**src/sv/sha_pkg.sv**
```systemverilog
// Package of shared types, constants and round tables for the SHA-256 digest unit.
package sha_pkg;

   typedef enum logic [2:0] {
      ST_IDLE,
      ST_ROUND,
      ST_ADD,
      ST_PAD,
      ST_EMIT
   } state_type;

   typedef struct packed {
      logic       store_word;   // write req data at the fill position
      logic       store_pad;    // write the padding word at the fill position
      logic       zero_word;    // write zero at the fill position
      logic       store_len;    // write the length words into positions 14 and 15
      logic       start_block;  // load working variables from the chain value
      logic       do_round;     // run one round
      logic       fold;         // add working variables into the chain value
      logic       reset_chain;  // chain value back to the initial vector
      logic       clear_len;    // message length and fill back to zero
      logic       emit_load;    // load the output register with digest word
      logic [2:0] emit_index;
   } cmd_type;

   typedef struct packed {
      logic [3:0] fill_word;    // current word position
      logic       last_round;   // round 63 under way
   } status_type;

   localparam logic [31:0] PAD_BYTE = 32'h0000_0080;

   function automatic logic [31:0] init_vec(input logic [2:0] i);
      logic [31:0] r;
      case (i)
         3'd0: r = 32'h6a09e667;
         3'd1: r = 32'hbb67ae85;
         3'd2: r = 32'h3c6ef372;
         3'd3: r = 32'ha54ff53a;
         3'd4: r = 32'h510e527f;
         3'd5: r = 32'h9b05688c;
         3'd6: r = 32'h1f83d9ab;
         default: r = 32'h5be0cd19;
      endcase
      return r;
   endfunction

   localparam logic [31:0] ROUND_K [64] = '{
      32'h428a2f98,32'h71374491,32'hb5c0fbcf,32'he9b5dba5,32'h3956c25b,32'h59f111f1,
      32'h923f82a4,32'hab1c5ed5,32'hd807aa98,32'h12835b01,32'h243185be,32'h550c7dc3,
      32'h72be5d74,32'h80deb1fe,32'h9bdc06a7,32'hc19bf174,32'he49b69c1,32'hefbe4786,
      32'h0fc19dc6,32'h240ca1cc,32'h2de92c6f,32'h4a7484aa,32'h5cb0a9dc,32'h76f988da,
      32'h983e5152,32'ha831c66d,32'hb00327c8,32'hbf597fc7,32'hc6e00bf3,32'hd5a79147,
      32'h06ca6351,32'h14292967,32'h27b70a85,32'h2e1b2138,32'h4d2c6dfc,32'h53380d13,
      32'h650a7354,32'h766a0abb,32'h81c2c92e,32'h92722c85,32'ha2bfe8a1,32'ha81a664b,
      32'hc24b8b70,32'hc76c51a3,32'hd192e819,32'hd6990624,32'hf40e3585,32'h106aa070,
      32'h19a4c116,32'h1e376c08,32'h2748774c,32'h34b0bcb5,32'h391c0cb3,32'h4ed8aa4a,
      32'h5b9cca4f,32'h682e6ff3,32'h748f82ee,32'h78a5636f,32'h84c87814,32'h8cc70208,
      32'h90befffa,32'ha4506ceb,32'hbef9a3f7,32'hc67178f2
   };

endpackage

```
**src/sv/sha_datapath.sv**
```systemverilog
// Datapath of the SHA-256 digest unit: schedule, working variables, chain value, length.
module sha_datapath (
   input  logic              clock,
   input  logic              reset,
   input  sha_pkg::cmd_type  cmd,
   input  logic [31:0]       req_word,
   input  logic [2:0]        req_count,
   input  logic              req_last,
   output sha_pkg::status_type status,
   output logic [31:0]       out_word
);

   logic [31:0] sched_ff [16];
   logic [31:0] work_ff [8];
   logic [31:0] work_in [8];
   logic [31:0] chain_ff [8];
   logic [5:0]  fill_ff;
   logic [60:0] len_ff;
   logic [60:0] len_in;
   logic [5:0]  round_ff;
   logic [31:0] out_ff;
   logic [2:0]  cnt_sat;
   logic [31:0] pad_word;
   logic [31:0] keep;
   logic [31:0] w_cur, x15, x2, g0, g1, s0, s1, ch, maj, t1, t2;
   logic [3:0]  ri;
   logic [63:0] bit_len;

   always_comb begin
      cnt_sat = (req_count > 3'd4) ? 3'd4 : req_count;
      if (!req_last) cnt_sat = 3'd4;
      case (cnt_sat)
         3'd0: keep = 32'h0;
         3'd1: keep = 32'hff00_0000;
         3'd2: keep = 32'hffff_0000;
         3'd3: keep = 32'hffff_ff00;
         default: keep = 32'hffff_ffff;
      endcase
      // The marker byte follows the kept bytes; a full last word gets it in the next word.
      pad_word = (req_word & keep) |
                 ((cnt_sat == 3'd4) ? 32'h0 : (sha_pkg::PAD_BYTE << (6'd24 - 6'(cnt_sat) * 6'd8)));
      len_in = len_ff + 61'(cnt_sat);
      bit_len = {len_ff, 3'b000};
   end

   always_comb begin
      ri  = round_ff[3:0];
      x15 = sched_ff[ri + 4'd1];
      x2  = sched_ff[ri + 4'd14];
      g0  = {x15[6:0], x15[31:7]} ^ {x15[17:0], x15[31:18]} ^ (x15 >> 3);
      g1  = {x2[16:0], x2[31:17]} ^ {x2[18:0], x2[31:19]} ^ (x2 >> 10);
      w_cur = (round_ff < 6'd16) ? sched_ff[ri] : sched_ff[ri] + g0 + sched_ff[ri + 4'd9] + g1;
      s1 = {work_ff[4][5:0], work_ff[4][31:6]} ^ {work_ff[4][10:0], work_ff[4][31:11]} ^
           {work_ff[4][24:0], work_ff[4][31:25]};
      ch = (work_ff[4] & work_ff[5]) ^ (~work_ff[4] & work_ff[6]);
      t1 = work_ff[7] + s1 + ch + sha_pkg::ROUND_K[round_ff] + w_cur;
      s0 = {work_ff[0][1:0], work_ff[0][31:2]} ^ {work_ff[0][12:0], work_ff[0][31:13]} ^
           {work_ff[0][21:0], work_ff[0][31:22]};
      maj = (work_ff[0] & work_ff[1]) ^ (work_ff[0] & work_ff[2]) ^ (work_ff[1] & work_ff[2]);
      t2 = s0 + maj;
      work_in[7] = work_ff[6];
      work_in[6] = work_ff[5];
      work_in[5] = work_ff[4];
      work_in[4] = work_ff[3] + t1;
      work_in[3] = work_ff[2];
      work_in[2] = work_ff[1];
      work_in[1] = work_ff[0];
      work_in[0] = t1 + t2;
   end

   always_ff @(posedge clock) begin
      if (cmd.store_word) sched_ff[fill_ff[5:2]] <= req_last ? pad_word : req_word;
      else if (cmd.store_pad) sched_ff[fill_ff[5:2]] <= 32'h8000_0000;
      else if (cmd.zero_word) sched_ff[fill_ff[5:2]] <= 32'h0;
      else if (cmd.store_len) begin
         sched_ff[14] <= bit_len[63:32];
         sched_ff[15] <= bit_len[31:0];
      end else if (cmd.do_round && round_ff >= 6'd16) sched_ff[ri] <= w_cur;
      if (cmd.start_block) begin
         for (int i = 0; i < 8; i++) work_ff[i] <= chain_ff[i];
      end else if (cmd.do_round) begin
         for (int i = 0; i < 8; i++) work_ff[i] <= work_in[i];
      end
      if (cmd.emit_load) out_ff <= chain_ff[cmd.emit_index];
      if (reset) begin
         for (int i = 0; i < 8; i++) chain_ff[i] <= sha_pkg::init_vec(3'(i));
         fill_ff  <= '0;
         len_ff   <= '0;
         round_ff <= '0;
      end else begin
         if (cmd.reset_chain) begin
            for (int i = 0; i < 8; i++) chain_ff[i] <= sha_pkg::init_vec(3'(i));
         end else if (cmd.fold) begin
            for (int i = 0; i < 8; i++) chain_ff[i] <= chain_ff[i] + work_ff[i];
         end
         if (cmd.store_word) len_ff <= len_in;
         if (cmd.clear_len) begin
            len_ff  <= '0;
            fill_ff <= '0;
         end else if (cmd.store_word || cmd.store_pad || cmd.zero_word) begin
            fill_ff <= fill_ff + 6'd4;
         end else if (cmd.store_len) begin
            fill_ff <= '0;
         end
         if (cmd.do_round) round_ff <= round_ff + 6'd1;
      end
   end

   assign status.fill_word  = fill_ff[5:2];
   assign status.last_round = (round_ff == 6'd63);
   assign out_word = out_ff;

endmodule

```
**src/sv/sha_control.sv**
```systemverilog
// Controller state machine of the SHA-256 digest unit.
module sha_control (
   input  logic                clock,
   input  logic                reset,
   input  logic                req_tvalid,
   output logic                req_tready,
   input  logic [2:0]          req_count,
   input  logic                req_last,
   output logic                rsp_tvalid,
   input  logic                rsp_tready,
   output logic [2:0]          rsp_index,
   input  sha_pkg::status_type status,
   output sha_pkg::cmd_type    cmd
);

   sha_pkg::state_type state_ff, state_in;
   logic        final_ff, final_in;   // message closes after this block
   logic        padq_ff, padq_in;     // marker word still to be written
   logic        fillwrap_ff, fillwrap_in;
   logic [3:0]  emit_ff, emit_in;     // digest words loaded so far
   logic        valid_ff, valid_in;
   logic [2:0]  idx_ff;
   logic        take;
   logic        load;

   always_ff @(posedge clock) begin
      if (reset) begin
         state_ff    <= sha_pkg::ST_IDLE;
         final_ff    <= 1'b0;
         padq_ff     <= 1'b0;
         fillwrap_ff <= 1'b0;
         emit_ff     <= '0;
         valid_ff    <= 1'b0;
      end else begin
         state_ff    <= state_in;
         final_ff    <= final_in;
         padq_ff     <= padq_in;
         fillwrap_ff <= fillwrap_in;
         emit_ff     <= emit_in;
         valid_ff    <= valid_in;
      end
      if (load) idx_ff <= emit_ff[2:0];
   end

   always_comb begin
      state_in    = state_ff;
      final_in    = final_ff;
      padq_in     = padq_ff;
      fillwrap_in = fillwrap_ff;
      emit_in     = emit_ff;
      cmd         = '0;
      req_tready  = 1'b0;
      take        = 1'b0;
      load        = 1'b0;
      valid_in    = valid_ff && !rsp_tready;
      case (state_ff)
         sha_pkg::ST_IDLE: begin
            req_tready = 1'b1;
            take = req_tvalid;
            if (take) begin
               cmd.store_word = 1'b1;
               fillwrap_in = (status.fill_word == 4'd15);
               if (req_last) begin
                  final_in = 1'b1;
                  padq_in = (req_count >= 3'd4);
                  state_in = (status.fill_word == 4'd15) ? sha_pkg::ST_ROUND
                                                         : sha_pkg::ST_PAD;
                  if (status.fill_word == 4'd15) cmd.start_block = 1'b0;
               end else if (status.fill_word == 4'd15) begin
                  state_in = sha_pkg::ST_ROUND;
               end
            end
         end
         sha_pkg::ST_PAD: begin
            // Fill the block with the marker and zeros up to the length words.
            if (padq_ff) begin
               cmd.store_pad = 1'b1;
               padq_in = 1'b0;
               if (status.fill_word == 4'd15) state_in = sha_pkg::ST_ROUND;
            end else if (status.fill_word == 4'd14) begin
               cmd.store_len = 1'b1;
               final_in = 1'b0;
               emit_in = 4'd8;
               state_in = sha_pkg::ST_ROUND;
            end else if (status.fill_word == 4'd15) begin
               cmd.zero_word = 1'b1;
               state_in = sha_pkg::ST_ROUND;
            end else begin
               cmd.zero_word = 1'b1;
            end
         end
         sha_pkg::ST_ROUND: begin
            if (fillwrap_ff) begin
               cmd.start_block = 1'b1;
               fillwrap_in = 1'b0;
            end else begin
               cmd.do_round = 1'b1;
               if (status.last_round) state_in = sha_pkg::ST_ADD;
            end
         end
         sha_pkg::ST_ADD: begin
            cmd.fold = 1'b1;
            if (emit_ff == 4'd8) begin
               emit_in = 4'd0;
               state_in = sha_pkg::ST_EMIT;
            end else if (final_ff) begin
               state_in = sha_pkg::ST_PAD;
            end else begin
               state_in = sha_pkg::ST_IDLE;
            end
         end
         sha_pkg::ST_EMIT: begin
            if (!valid_ff || rsp_tready) begin
               load = 1'b1;
               cmd.emit_load = 1'b1;
               cmd.emit_index = emit_ff[2:0];
               valid_in = 1'b1;
               emit_in = emit_ff + 4'd1;
               if (emit_ff == 4'd7) begin
                  // The word count goes back to zero so that later blocks are not taken as closing ones.
                  emit_in = 4'd0;
                  cmd.reset_chain = 1'b1;
                  cmd.clear_len = 1'b1;
                  state_in = sha_pkg::ST_IDLE;
               end
            end
         end
         default: state_in = sha_pkg::ST_IDLE;
      endcase
      // Every block entry goes through a load of the working variables first.
      if (state_in == sha_pkg::ST_ROUND && state_ff != sha_pkg::ST_ROUND) fillwrap_in = 1'b1;
   end

   assign rsp_tvalid = valid_ff;
   assign rsp_index  = idx_ff;

   ap_no_take_busy: assert property (@(posedge clock) disable iff (reset)
      (state_ff != sha_pkg::ST_IDLE) |-> !req_tready) else $error("item taken while busy");
   ap_round_end: assert property (@(posedge clock) disable iff (reset)
      (state_ff == sha_pkg::ST_ADD) |-> $past(status.last_round)) else $error("short block");
   ap_hold: assert property (@(posedge clock) disable iff (reset)
      (rsp_tvalid && !rsp_tready) |=> (rsp_tvalid && $stable(rsp_index)))
      else $error("result dropped");

endmodule

```
**src/sv/sha256_message_digest_unit.sv**
```systemverilog
// Top level of the SHA-256 digest unit.
// req channel: one item is a big-endian message word with a byte count and
// tlast for the final word of the message. Words that are not last carry all
// four bytes. The rsp channel gives the eight digest words, h0 first, tuser
// holding the word position and tlast marking the eighth.
// Each sixteenth word starts a 64-round compression of one round per cycle,
// and no new word is taken until the block is folded into the chain value.
// The last word adds padding (one zero word at a time), one or two closing
// blocks and then the eight digest words on the rsp channel.
// While the round loop or the padding runs, req_tready is low.
// A stalled receiver holds the current digest word in the output register and
// the emission waits; the next message is taken once all eight have left the
// controller. Reset returns the chain value to the initial vector and clears
// the length and fill counts; the message schedule is not cleared.
// After the eighth word the unit is ready for a fresh message.
module sha256_message_digest_unit (
   input  logic        clock,
   input  logic        reset,
   input  logic        req_tvalid,
   output logic        req_tready,
   input  logic [39:0] req_tdata,   // data_word [31:0], byte_count [34:32], zeros
   input  logic        req_tlast,
   output logic        rsp_tvalid,
   input  logic        rsp_tready,
   output logic [31:0] rsp_tdata,   // digest_word [31:0]
   output logic [2:0]  rsp_tuser,   // word_index [2:0]
   output logic        rsp_tlast
);

   sha_pkg::cmd_type    cmd;
   sha_pkg::status_type status;

   sha_control u_ctrl (
      .clock, .reset, .req_tvalid, .req_tready,
      .req_count (req_tdata[34:32]), .req_last (req_tlast),
      .rsp_tvalid, .rsp_tready, .rsp_index (rsp_tuser),
      .status, .cmd
   );

   sha_datapath u_dp (
      .clock, .reset, .cmd,
      .req_word (req_tdata[31:0]), .req_count (req_tdata[34:32]), .req_last (req_tlast),
      .status, .out_word (rsp_tdata)
   );

   assign rsp_tlast = (rsp_tuser == 3'd7);

endmodule

```
**config.mk**
```make
export PLATFORM = sky130hd
export DESIGN_NAME = sha256_message_digest_unit
export DESIGN_NICKNAME = d
export VERILOG_FILES = /design/src/sv/sha_pkg.sv /design/src/sv/sha_datapath.sv /design/src/sv/sha_control.sv /design/src/sv/sha256_message_digest_unit.sv
export SDC_FILE = /design/constraint.sdc
export NUM_CORES = 2
export LEC_CHECK = 0
export BUFFER_PORTS_ARGS = -buffer_cell sky130_fd_sc_hd__clkbuf_2
export CAP_MARGIN = 20
export CORE_MARGIN = 1
export CORE_UTILIZATION = 45
export DETAILED_ROUTE_END_ITERATION = 10
export GPL_TIMING_DRIVEN = 0
export PLACE_DENSITY = 0.67
export SETUP_SLACK_MARGIN = 0.1
export SYNTH_ARGS = -nofsm -noshare
export SYNTH_HDL_FRONTEND = slang
export SYNTH_SLANG_ARGS = --single-unit
```
**constraint.sdc**
```tcl
create_clock -name clock -period 29.3 [get_ports clock]
set_input_delay 1.465 -clock clock [delete_from_list [all_inputs] [get_ports clock]]
set_output_delay 1.465 -clock clock [all_outputs]
set_load 0.01 [all_outputs]
```
==> metrics.txt <==
status=finished clean; post-synth cell types=95; Synth Area in Compound Gates=11.3%; Final Cycle Share=between 60% and 70%; final std cells w/o fill=10,233; maximum vdd ir drop=0.173 mV; Starting Density=between 40% and 50%; detailed placer's ending HPWL=~300 mm; die width=431 um; area grow syn2layout=12.6%; Post-Synth Adder-Cell Area=10.9%; Slew Viols, Final=0; drt first pass iters=7; worst slew pin tran=1350 ps; WS Path Type=reg -> reg; drt wl/cell=36.8 um; die area=0.186 mm^2; fmax=roughly 0.057 GHz; Critical path buffers and inverters=11; H-Tree Depth=4; CP endpoint kind=register; synthesized area per cell=11.4 um^2; Switch Pwr=6390 uW; vias per cell=~6.6; initial antenna violation count=17; Hold WC Path Type=reg -> reg; core area=0.183 mm^2; Max-Cap Viols=0; Num CTS Buffers=approximately 140; mapped cell area=between 0.08 and 0.09 mm^2; Flop pwr share=15.7%; YS warnings=0; DR vias=a little under 70,000; post-synthesis mux area share=17.5%; design area=0.0932 mm^2; Post-Route WL=376 mm; height of the die=431 um; total gr overflow=0; Post-DP Area=0.0885 mm^2; CP startpoint kind=register; # setup viols final=0; Fin Clk Skew=36.1 ps; delay-heaviest family, CP=buffers and inverters; slowest stage cell on the critical path=dfxtp_1; Slew Limit Headroom=between 10% and 20%; final net count=8,292; Internal=6180 uW; unrepaired setup endpoints after global routing=false; Placed Cells=9,961; I/O pins=83; Iter 0 DRT Violations=roughly 10,000; worst skew pair latency=840 ps; simple-gate portion of the synthesized area=9.91%; Yosys reg bits=~1,100; largest net degree at the start of global routing=between 60 and 70; clock slew at reported path FFs=60 ps; PwrDens=approximately 130 mW/mm^2; GR Util All Layers=roughly 40%; first-pass GRT wire length=513 mm; worst-path fanout max=15; clk root buf=clkbuf_16; cts repair resizes=0; Cells after Synth=7,284; postcts setup bufs=0; most common flop cell mapped by yosys=edfxtp_1; FP Rows=157; number of global-route vias before repair=65,799; Port Buf Inserts=76; Max stage delay on crit path=940 ps; Comb power frac=between 70 and 80%; largest family of logic cells by synthesized area=multiplexers; GPL Wtd Cong=1.08; Setup TNS Final=0 ps; Syn Nets=~7,900; post-route minimum period=17,630 ps; CP dominant cell by count=o21ai_0; fraction of synthesized cell area in xor and xnor cells=about 6.5%; CTS Sinks=1,145; CP Data Arrival Time=18,140 ps; layout cells sized above 1=approximately 16%; static leakage=~0.034 uW; Fillers=around 16,000; Fin. Hold Viols=0; Clock Power Share=13.9%; sequential element share of the synthesized area=40.1%; Max clock buf depth=3; Post-CTS Hold Fix Bufs=0; Worst EP required=29,810 ps; Post-synth ARST share=0%; EDFF count, synth=1,024; Switching Fraction=between 50% and 60%; CTS tree=built; remaining antenna violation count after routing=0; drc violations=0
tightest hold or removal path: cells and delay by family, from the launching register on:
family | cells | cell delay [ps]
AOI/OAI and AO/OA | 1 | 50
DFF | 1 | 320
and+or+nand+nor | 1 | 60
power groups by stage:
stage | registers (uW) | logic, uW | clock network [uW]
after floorplan | 1990 | 6000 | 0
after global placement | 2040 | 8470 | 0
after detailed placement | 2000 | 8560 | 0
after CTS | 1970 | 8620 | 1750
after global routing | 1980 | 9540 | 1800
final | 1980 | 8850 | 1750
through the flow:
| stage | setup WS [ps] | util (%) | power, uW | hold WS (ps) |
|---|---|---|---|---|
| finish | 11670 | 51.0 | 12600 | 484 |
| global route | 11570 | 51.0 | 13300 | 503 |
| CTS | 12480 | 50.8 | 12300 | 474 |
| detailed placement | 12530 | 48.4 | 10600 | 466 |
| global placement | -10670 | 47.2 | 10500 | 456 |
| floorplan | 6180 | - | 7980 | 435 |
flip-flops by register name (all words and copies together), names as in the netlist, named ones only:
signal              count
u_dp.out_word          32
u_ctrl.rsp_tvalid       1
u_dp.fill_ff            4
u_dp.round_ff           6
u_ctrl.emit_ff          4
u_ctrl.state_ff         3
u_ctrl.rsp_index        3
u_dp.sched_ff         512
u_dp.len_ff            61
u_ctrl.fillwrap_ff      1
u_ctrl.final_ff         1
u_dp.work_ff          256
u_ctrl.padq_ff          1
u_dp.chain_ff         256
synthesized netlist by cell type (12+ instances only):
master	count	area (um^2)
fa_1	196	3920
o21ai_0	436	2180
o211ai_1	43	323
nand4_1	37	231
or3_1	31	194
a21o_1	203	1520
xor2_1	289	2530
a21boi_0	18	135
nand3_1	98	490
mux2_2	103	1160
inv_1	434	1630
mux4_2	555	12500
nor2b_1	58	363
buf_2	43	215
dfxtp_1	121	2420
and2_1	22	138
o21bai_1	51	383
a211oi_1	56	420
o21a_1	39	293
edfxtp_1	1024	30700
ha_1	402	5030
nand2_1	899	3370
nor3_1	77	385
a31oi_1	44	275
and3_1	38	238
xnor2_1	318	2790
nor2_1	488	1830
buf_1	52	195
a22o_1	29	254
a21oi_1	369	1850
o31ai_1	39	293
mux2i_1	60	601
nand2b_1	63	394
nor3b_1	13	97.6
or2_2	12	75.1
clkbuf_1	287	1080
worst paths after layout:
check                                start                             to  slack (ps)  depth (start not counted)
max          u_dp.round_ff[1]$_SDFFE_PP0P_  u_dp.work_ff[0][29]$_DFFE_PP_       11670                         50
min           u_ctrl.final_ff$_SDFFE_PP0P_   u_ctrl.final_ff$_SDFFE_PP0P_         480                          2
max reg2reg  u_dp.round_ff[1]$_SDFFE_PP0P_  u_dp.work_ff[0][29]$_DFFE_PP_       11670                         50
min reg2reg   u_ctrl.final_ff$_SDFFE_PP0P_   u_ctrl.final_ff$_SDFFE_PP0P_         480                          2
layer usage:
| layer | GRT usage, % | wire length [um] |
|---|---|---|
| met5 | 0.755 | 143 |
| met4 | 36.3 | 40900 |
| met3 | 11.4 | 42600 |
| met2 | 61.9 | 169000 |
| met1 | 45.3 | 124000 |
placed cells by master (no fill, tap or decap), types with 310 or more instances in the layout:
cell type	Yosys	final
inv_1	434	432
clkbuf_1	287	310
ha_1	402	402
xnor2_1	318	318
nor2_1	488	474
a21oi_1	369	369
mux4_2	555	555
edfxtp_1	1024	1024
nand2_1	899	898
o21ai_0	436	421
cells by family (layout without fill, tap and decap cells):
logic type,count (synthesis),in the layout
compound gates,1489,1489
xor+xnor,611,611
fa+ha+maj,603,603
buf+inv,824,1300
flops,1145,1145
mux,726,726
other cells,0,9
simple gates,1886,1886
final cells by class:
class	instances	area (um^2)	area share (%)
buffer	386	1540	1.66
multi-input combinational	5315	46600	50.0
clock buffer	174	3670	3.94
timing repair buffer	228	2700	2.90
antenna	9	22.5	0.0242
sequential	1145	33200	35.6
tap	2464	3080	3.31
inverter	438	1650	1.77
clock inverter	74	763	0.819
No activity file was read; power rests on OpenSTA's default activity.
